$ cat config.mk
export PLATFORM = sky130hd
export DESIGN_NAME = scan_object_narrowest_finder
export DESIGN_NICKNAME = d
export VERILOG_FILES = /design/src/rtl/core/snf_pkg.sv /design/src/rtl/core/scan_object_narrowest_finder.sv
export SDC_FILE = /design/constraint.sdc
export NUM_CORES = 1
export LEC_CHECK = 0
export ABC_AREA = 1
export BUFFER_PORTS_ARGS = -buffer_cell sky130_fd_sc_hd__buf_2
export CORE_MARGIN = 2
export CORE_UTILIZATION = 50
export DETAILED_ROUTE_END_ITERATION = 8
export PLACE_DENSITY = 0.7
export SYNTH_ARGS = -nofsm -noshare
export SYNTH_HDL_FRONTEND = slang
export SYNTH_SLANG_ARGS = --single-unit
$ cat constraint.sdc
create_clock -name clk -period 3.22 [get_ports clk]
set_clock_uncertainty 0.05 [all_clocks]
set_input_delay 0.483 -clock clk [delete_from_list [all_inputs] [get_ports clk]]
set_output_delay 0.483 -clock clk [all_outputs]
set_load 0.05 [all_outputs]
$ cat src/rtl/core/snf_pkg.sv
// shared constants for the scan object narrowest finder
package snf_pkg;

    // default field widths of a sample
    localparam int DEFAULT_RANGE_BITS = 10;
    localparam int DEFAULT_ANGLE_BITS = 8;

    // threshold register
    localparam int          THRESH_W     = 10;
    localparam logic [9:0]  THRESH_RESET = 10'd80;

    // result field widths
    localparam int NUMBER_W = 8;
    localparam int WIDTH_W  = 20;
    localparam int SUM_O_W  = 11;
    localparam int SPAN_O_W = 8;
    localparam int CENTER_W = 9;
    localparam int OUT_W    = NUMBER_W + WIDTH_W + SUM_O_W + SPAN_O_W + CENTER_W;

    // saturation limits
    localparam logic [NUMBER_W-1:0] COUNT_MAX = 8'd255;
    localparam logic [WIDTH_W-1:0]  WIDTH_MAX = 20'hFFFFF;

    // fixed point width coefficient, about 256*pi/360 scaled by 1024
    localparam int COEF_W = 12;

endpackage

$ cat src/rtl/core/scan_object_narrowest_finder.sv
// top level of the scan object narrowest finder
//
// Usage: one range sample per scan angle enters on the s_ stream
// (s_tdata = scan_angle, range_cm from the lowest bit; s_tlast = scan_end).
// An object opens when the range drops below the threshold and closes
// when it rises above it; the narrowest object of the sweep is reported
// once on the m_ stream after the transaction that carries s_tlast.
// The threshold is written on the cfg_ channel (cfg_ready is always high);
// the user writes it only while the block is idle; no logic enforces this.
// A sample that closes no object is taken directly. A sample that
// closes an object of nonzero span holds s_tready low while the width
// product runs through a bit-serial shift-add multiplier, one bit of the
// distance sum per cycle, and then through a compare state.
// The last sample of a sweep adds a load state for the result register.
// The result sits in an output register; s_tready stays high while it waits
// for m_tready, but the next sweep end holds until that result is taken.
// Reset clears the sweep state, the output valid, and sets the threshold to 80.
module scan_object_narrowest_finder #(
    parameter int RANGE_BITS = snf_pkg::DEFAULT_RANGE_BITS,
    parameter int ANGLE_BITS = snf_pkg::DEFAULT_ANGLE_BITS
) (
    input  logic                                              clk,
    input  logic                                              rst_n,
    // sample stream
    input  logic                                              s_tvalid,
    output logic                                              s_tready,
    // fields from bit 0: scan_angle, range_cm, zero padding
    input  logic [((ANGLE_BITS+RANGE_BITS+7)/8)*8-1:0]        s_tdata,
    // scan_end
    input  logic                                              s_tlast,
    // result stream
    output logic                                              m_tvalid,
    input  logic                                              m_tready,
    // fields from bit 0: best_number, best_width_q8, best_dist_sum,
    // best_span, best_center_half
    output logic [snf_pkg::OUT_W-1:0]                         m_tdata,
    // found
    output logic                                              m_tuser,
    // threshold write channel
    input  logic                                              cfg_valid,
    output logic                                              cfg_ready,
    input  logic [snf_pkg::THRESH_W-1:0]                      cfg_data
);
    import snf_pkg::*;

    localparam int IN_W  = ANGLE_BITS + RANGE_BITS;
    localparam int SUM_W = RANGE_BITS + 1;
    localparam int M_W   = ANGLE_BITS + COEF_W;
    localparam int ACC_W = SUM_W + M_W;
    localparam int EXT_W = (ACC_W > 31) ? ACC_W : 31;
    localparam int CNT_W = $clog2(SUM_W);
    localparam int CMP_W = (RANGE_BITS > THRESH_W) ? RANGE_BITS : THRESH_W;

    typedef enum logic [1:0] {ST_IDLE, ST_MUL, ST_CMP, ST_FIN} state_t;

    state_t                 state_reg, state_next;
    logic [THRESH_W-1:0]    thresh_reg, thresh_next;
    logic                   inside_reg, inside_next;
    logic [ANGLE_BITS-1:0]  open_angle_reg, open_angle_next;
    logic [RANGE_BITS-1:0]  open_range_reg, open_range_next;
    logic [ANGLE_BITS-1:0]  prior_angle_reg, prior_angle_next;
    logic [RANGE_BITS-1:0]  prior_range_reg, prior_range_next;
    logic [NUMBER_W-1:0]    count_reg, count_next;
    logic                   have_best_reg, have_best_next;
    logic [WIDTH_W-1:0]     best_width_reg, best_width_next;
    logic [NUMBER_W-1:0]    best_number_reg, best_number_next;
    logic [SUM_W-1:0]       best_sum_reg, best_sum_next;
    logic [ANGLE_BITS-1:0]  best_span_reg, best_span_next;
    logic [CENTER_W-1:0]    best_center_reg, best_center_next;
    logic                   last_reg, last_next;
    logic [SUM_W-1:0]       cand_sum_reg, cand_sum_next;
    logic [ANGLE_BITS-1:0]  cand_span_reg, cand_span_next;
    logic [CENTER_W-1:0]    cand_center_reg, cand_center_next;
    logic [SUM_W-1:0]       mul_sum_reg, mul_sum_next;
    logic [ACC_W-1:0]       mul_m_reg, mul_m_next;
    logic [ACC_W-1:0]       acc_reg, acc_next;
    logic [CNT_W-1:0]       cnt_reg, cnt_next;
    logic                   m_valid_reg, m_valid_next;
    logic [OUT_W-1:0]       m_data_reg, m_data_next;
    logic                   m_user_reg, m_user_next;

    // sample fields
    logic [ANGLE_BITS-1:0]  in_angle;
    logic [RANGE_BITS-1:0]  in_range;
    logic                   open_hit;
    logic                   close_hit;
    logic [ANGLE_BITS-1:0]  span_now;
    logic [SUM_W-1:0]       sum_now;
    logic [CENTER_W-1:0]    center_now;
    logic [M_W-1:0]         m_now;
    logic [EXT_W-1:0]       acc_ext;
    logic [WIDTH_W-1:0]     width_sat;
    logic [NUMBER_W-1:0]    count_inc;

    assign in_angle = s_tdata[ANGLE_BITS-1:0];
    assign in_range = s_tdata[IN_W-1:ANGLE_BITS];

    // object open and close tests against the threshold
    assign open_hit  = !inside_reg && (CMP_W'(in_range) < CMP_W'(thresh_reg));
    assign close_hit = inside_reg && (CMP_W'(in_range) > CMP_W'(thresh_reg));

    // closing object figures, end is the prior sample
    assign span_now   = prior_angle_reg - open_angle_reg;
    assign sum_now    = SUM_W'(open_range_reg) + SUM_W'(prior_range_reg);
    assign center_now = CENTER_W'({prior_angle_reg, 1'b0} - (ANGLE_BITS+1)'(span_now));
    // span * 2288 as shifts: 2048 + 256 - 16
    assign m_now      = M_W'({span_now, 11'b0}) + M_W'({span_now, 8'b0})
                      - M_W'({span_now, 4'b0});

    // width scaling and saturation
    assign acc_ext   = EXT_W'(acc_reg);
    assign width_sat = (|acc_ext[EXT_W-1:30]) ? WIDTH_MAX : acc_ext[29:10];
    assign count_inc = (count_reg == COUNT_MAX) ? COUNT_MAX : count_reg + 1'b1;

    assign s_tready  = (state_reg == ST_IDLE);
    assign cfg_ready = 1'b1;
    assign m_tvalid  = m_valid_reg;
    assign m_tdata   = m_data_reg;
    assign m_tuser   = m_user_reg;

    // next state and datapath
    always_comb
    begin
        state_next       = state_reg;
        thresh_next      = thresh_reg;
        inside_next      = inside_reg;
        open_angle_next  = open_angle_reg;
        open_range_next  = open_range_reg;
        prior_angle_next = prior_angle_reg;
        prior_range_next = prior_range_reg;
        count_next       = count_reg;
        have_best_next   = have_best_reg;
        best_width_next  = best_width_reg;
        best_number_next = best_number_reg;
        best_sum_next    = best_sum_reg;
        best_span_next   = best_span_reg;
        best_center_next = best_center_reg;
        last_next        = last_reg;
        cand_sum_next    = cand_sum_reg;
        cand_span_next   = cand_span_reg;
        cand_center_next = cand_center_reg;
        mul_sum_next     = mul_sum_reg;
        mul_m_next       = mul_m_reg;
        acc_next         = acc_reg;
        cnt_next         = cnt_reg;
        m_valid_next     = m_valid_reg;
        m_data_next      = m_data_reg;
        m_user_next      = m_user_reg;

        // config write transaction
        if (cfg_valid)
        begin
            thresh_next = cfg_data;
        end

        // result transaction taken
        if (m_valid_reg && m_tready)
        begin
            m_valid_next = 1'b0;
        end

        case (state_reg)
            ST_IDLE:
            begin
                if (s_tvalid)
                begin
                    last_next = s_tlast;
                    state_next = s_tlast ? ST_FIN : ST_IDLE;
                    if (open_hit)
                    begin
                        open_angle_next = in_angle;
                        open_range_next = in_range;
                        inside_next     = 1'b1;
                    end
                    else if (close_hit)
                    begin
                        inside_next = 1'b0;
                        if (span_now != '0)
                        begin
                            cand_sum_next    = sum_now;
                            cand_span_next   = span_now;
                            cand_center_next = center_now;
                            mul_sum_next     = sum_now;
                            mul_m_next       = ACC_W'(m_now);
                            acc_next         = '0;
                            cnt_next         = '0;
                            state_next       = ST_MUL;
                        end
                    end
                    prior_angle_next = in_angle;
                    prior_range_next = in_range;
                end
            end

            ST_MUL:
            begin
                // one bit of the distance sum per cycle
                if (mul_sum_reg[0])
                begin
                    acc_next = acc_reg + mul_m_reg;
                end
                mul_m_next   = {mul_m_reg[ACC_W-2:0], 1'b0};
                mul_sum_next = {1'b0, mul_sum_reg[SUM_W-1:1]};
                cnt_next     = cnt_reg + 1'b1;
                if (cnt_reg == CNT_W'(SUM_W - 1))
                begin
                    state_next = ST_CMP;
                end
            end

            ST_CMP:
            begin
                count_next = count_inc;
                // first strictly narrower object wins
                if (!have_best_reg || (width_sat < best_width_reg))
                begin
                    have_best_next   = 1'b1;
                    best_width_next  = width_sat;
                    best_number_next = count_inc;
                    best_sum_next    = cand_sum_reg;
                    best_span_next   = cand_span_reg;
                    best_center_next = cand_center_reg;
                end
                state_next = last_reg ? ST_FIN : ST_IDLE;
            end

            ST_FIN:
            begin
                // load result once the output register is free
                if (!m_valid_reg || m_tready)
                begin
                    m_valid_next = 1'b1;
                    m_user_next  = have_best_reg;
                    if (have_best_reg)
                    begin
                        m_data_next = {best_center_reg, SPAN_O_W'(best_span_reg),
                                       SUM_O_W'(best_sum_reg), best_width_reg,
                                       best_number_reg};
                    end
                    else
                    begin
                        m_data_next = '0;
                    end
                    inside_next      = 1'b0;
                    open_angle_next  = '0;
                    open_range_next  = '0;
                    prior_angle_next = '0;
                    prior_range_next = '0;
                    count_next       = '0;
                    have_best_next   = 1'b0;
                    best_width_next  = '0;
                    best_number_next = '0;
                    best_sum_next    = '0;
                    best_span_next   = '0;
                    best_center_next = '0;
                    state_next       = ST_IDLE;
                end
            end

            default:
            begin
                state_next = ST_IDLE;
            end
        endcase
    end

    // state and registered outputs
    always_ff @(posedge clk or negedge rst_n)
    begin
        if (!rst_n)
        begin
            state_reg       <= ST_IDLE;
            thresh_reg      <= THRESH_RESET;
            inside_reg      <= 1'b0;
            open_angle_reg  <= '0;
            open_range_reg  <= '0;
            prior_angle_reg <= '0;
            prior_range_reg <= '0;
            count_reg       <= '0;
            have_best_reg   <= 1'b0;
            best_width_reg  <= '0;
            best_number_reg <= '0;
            best_sum_reg    <= '0;
            best_span_reg   <= '0;
            best_center_reg <= '0;
            last_reg        <= 1'b0;
            cand_sum_reg    <= '0;
            cand_span_reg   <= '0;
            cand_center_reg <= '0;
            mul_sum_reg     <= '0;
            mul_m_reg       <= '0;
            acc_reg         <= '0;
            cnt_reg         <= '0;
            m_valid_reg     <= 1'b0;
            m_data_reg      <= '0;
            m_user_reg      <= 1'b0;
        end
        else
        begin
            state_reg       <= state_next;
            thresh_reg      <= thresh_next;
            inside_reg      <= inside_next;
            open_angle_reg  <= open_angle_next;
            open_range_reg  <= open_range_next;
            prior_angle_reg <= prior_angle_next;
            prior_range_reg <= prior_range_next;
            count_reg       <= count_next;
            have_best_reg   <= have_best_next;
            best_width_reg  <= best_width_next;
            best_number_reg <= best_number_next;
            best_sum_reg    <= best_sum_next;
            best_span_reg   <= best_span_next;
            best_center_reg <= best_center_next;
            last_reg        <= last_next;
            cand_sum_reg    <= cand_sum_next;
            cand_span_reg   <= cand_span_next;
            cand_center_reg <= cand_center_next;
            mul_sum_reg     <= mul_sum_next;
            mul_m_reg       <= mul_m_next;
            acc_reg         <= acc_next;
            cnt_reg         <= cnt_next;
            m_valid_reg     <= m_valid_next;
            m_data_reg      <= m_data_next;
            m_user_reg      <= m_user_next;
        end
    end

endmodule

==> metrics.csv <==
stage;metric;value;unit
sta;hold_viol;0;
grt;grt_pass1_wl;60.5;mm
floorplan;rows;63;
sta;rsz0062_at_grt;true;
sta;maxSlewHeadroom;7.20;%
clock_network;clockBufferDepth;3;
grt;grtUsageTotal;23.4;%
critical_path;crit_path_end_kind;flip-flop;
synthesis;ys_ff_latch;267;
critical_path;worstSetupPathType;reg2reg;
synthesis;synthArstFlopShare;100;%
clock_network;cts_tree;yes;
synthesis;synth_area_leaders;dfrtp_1 (44%), nand2_1 (15%), ha_1 (8.5%);
clock_network;cts.clk_slew.worst_paths;70;ps
clock_network;cts-root-buf;clkbuf_16;
synthesis;syn_avg_cell_area;7.85;µm²
synthesis;netlist_area;15200;µm²
min_path;hold_path.class;in2reg;
critical_path;worst_setup_path_start_kind;flip-flop;
synthesis;ys_seq_area_share;44.0;%
critical_path;reg2reg_slack;-120;ps
sta;fin_crit_sh;104;%
critical_path;critPathMaxFanout;7;
floorplan;die_w;178;µm
floorplan;die_h;178;µm
sta;setup_slack;-124;ps
synthesis;synthTopCellsByCount;nand2_1 (605), dfrtp_1 (265), inv_1 (191);
critical_path;crit_buf_inv;5;
placed_design;portBuffers;92;
detailed_routing;drt-total-wl;39.1;mm
floorplan;boundaryPins;100;
final_layout;multi_input_area;7920;µm²
placed_design;place_congestion;0.939;
synthesis;synth_top_cell_by_area;dfrtp_1;
critical_path;required;3600;ps
synthesis;synth-edff-count;0;
detailed_routing;vias_per_cell;5.32;
final_layout;design_area;18400;µm²
detailed_routing;drc;0;
placed_design;placedInstanceArea;16500;µm²
synthesis;yosys_warnings;0;
outcome;status;complete, but fails checks;
sta;period_minus_slack;3340;ps
critical_path;crit_path_max_incr_delay;410;ps
grt;grt_max_degree;88;
synthesis;synthesis.nets;2078;
synthesis;synth_top_area_share;43.7;%
run;cap_violations;0;
detailed_routing;wl_per_cell;15.6;µm
final_layout;seq_area;6680;µm²
critical_path;cpMostUsedCell;nand2_1;
critical_path;crit_chain;ha_4, fa_2, inv_2, nand3_2, nand2_1, nand2_1, nand2_1, nand2_1, nand2_2, xor2_4, buf_4, buf_4, ha_2, nand2_2, nor2_4, nand3_2, nand3_4, clkinv_8, clkbuf_16, o211ai_1, nand2_1;
critical_path;crit_family;simple AND/OR/NAND/NOR gates;
grt;grt_pass1_vias;12400;
synthesis;ys_types;48;
clock_network;cts_buffers;30;
clock_network;cts.sinks;267;
final_layout;largest_reg_flops;55;
final_layout;syn2layout_area_growth;21.5;%
synthesis;synthesis.instances;1932;
floorplan;initial_core_util;50.9;%
detailed_routing;postRouteAntennaNets;0;
critical_path;crit_slowest_cell;dfrtp_1;
clock_network;h-tree-depth;1;
grt;antenna_found_initial;0;
sta;finalSetupViolations;77;
detailed_routing;drt_iter0_drc;1145;
floorplan;fp.coreArea;29800;µm²
final_layout;nets;2239;
synthesis;ys.flop_type;dfrtp_1;
synthesis;yosysMostFrequentCell;nand2_1;
detailed_routing;firstDrtPassIters;5;
sta;fmax;299;MHz
outcome;violations;setup timing;
final_layout;diodes;0;
floorplan;dieArea;31800;µm²
final_layout;fillers;2613;
grt;overflow;0;
detailed_routing;vias;13300;
sta;worstMarginPinSlew;1390;ps
sta;slew_violations;0;
final_layout;drive_gt1_share;17.9;%
critical_path;critPathArrivalTime;3720;ps
placed_design;dpl.hpwl;26.4;mm
clock_network;insertion_delay;560;ps
-- placed cells by master (no fill, tap or decap), types with 36 or more instances in the layout --
cell,n
a21oi_1,83
buf_2,91
buf_4,78
clkbuf_16,36
dfrtp_1,265
ha_1,90
inv_1,183
nand2_1,589
nand3_1,155
nor2_1,92
o21ai_0,126
-- routing by layer --
layer / global-route usage (%) / vias to the layer above / part of all wire, %
met5: 0 / - / 0
met2: 38.1 / 358 / 46
met1: 34.3 / 6277 / 46
met3: 2.56 / 44 / 6.3
li1: - / 6628 / -
met4: 3.93 / 0 / 1.1
-- logic make-up (layout without fill, tap and decap cells) --
family | after synthesis | count (layout) | share of synthesized area, %
flops | 267 | 267 | 44.0
xor+xnor | 44 | 44 | 2.54
other cells | 1 | 1 | 0.0247
mux | 15 | 15 | 1.11
fa+ha+maj | 106 | 106 | 8.89
simple gates | 931 | 938 | 25.7
buf+inv | 269 | 443 | 7.05
compound gates | 299 | 299 | 10.6
-- layout make-up --
cell class	count	share of cell area, %
Multi-Input combinational cell	1403	43.0
Inverter	193	4.00
Sequential cell	267	36.3
Clock buffer	41	4.78
Clock inverter	11	0.943
Tap cell	390	2.65
Timing Repair inverter	1	0.109
Timing Repair Buffer	197	8.31
-- per-stage QoR --
| stage | instances | setup TNS [ps] | setup slack, ps | hold WS, ps | util (%) |
|---|---|---|---|---|---|
| 3_5_place_dp | 2413 | -1050 | -203 | 394 | 55.4 |
| 6_report | 2503 | -4370 | -124 | 82.2 | 61.9 |
| 3_3_place_gp | 2413 | -781 | -162 | 390 | 55.4 |
| 4_1_cts | 2473 | -4.08 | -4.08 | 63.3 | 59.6 |
| 5_1_grt | 2503 | -22100 | -309 | 67.1 | 61.9 |
| 2_1_floorplan | 1932 | 0 | 21.7 | 137 | - |
-- final timing paths --
path,from,end,cells past startpoint
worst max-delay path,open_angle_reg[0],mul_m_reg[10],21
worst min-delay path,cfg_data[1],thresh_reg[1],3
worst max register to register,open_angle_reg[0],mul_m_reg[10],21
worst min register to register,best_width_reg[16],best_width_reg[16],2
max in group asynchronous,rst_n,m_tdata[18],3
min in group asynchronous,rst_n,thresh_reg[3],2
-- what timing repair did --
item / in CTS / in global routing
hold buffers: 1 / 0
resized for setup: 27 / 76
setup endpoints to repair: 45 / 92
buffers inserted: 6 / 17
pin swaps: 13 / 25
cloned: 1 / 14
hold endpoints to repair: 56 / 0
-- tightest hold or removal path, delay by kind of cell --
kind	cells	cell delay, ps
AOI/OAI and AO/OA	1	60
buffers and inverters	1	70
and+or+nand+nor	1	40
Power is not shown: default switching activity piles up to over one toggle a cycle in this logic, so the estimate is an artifact.
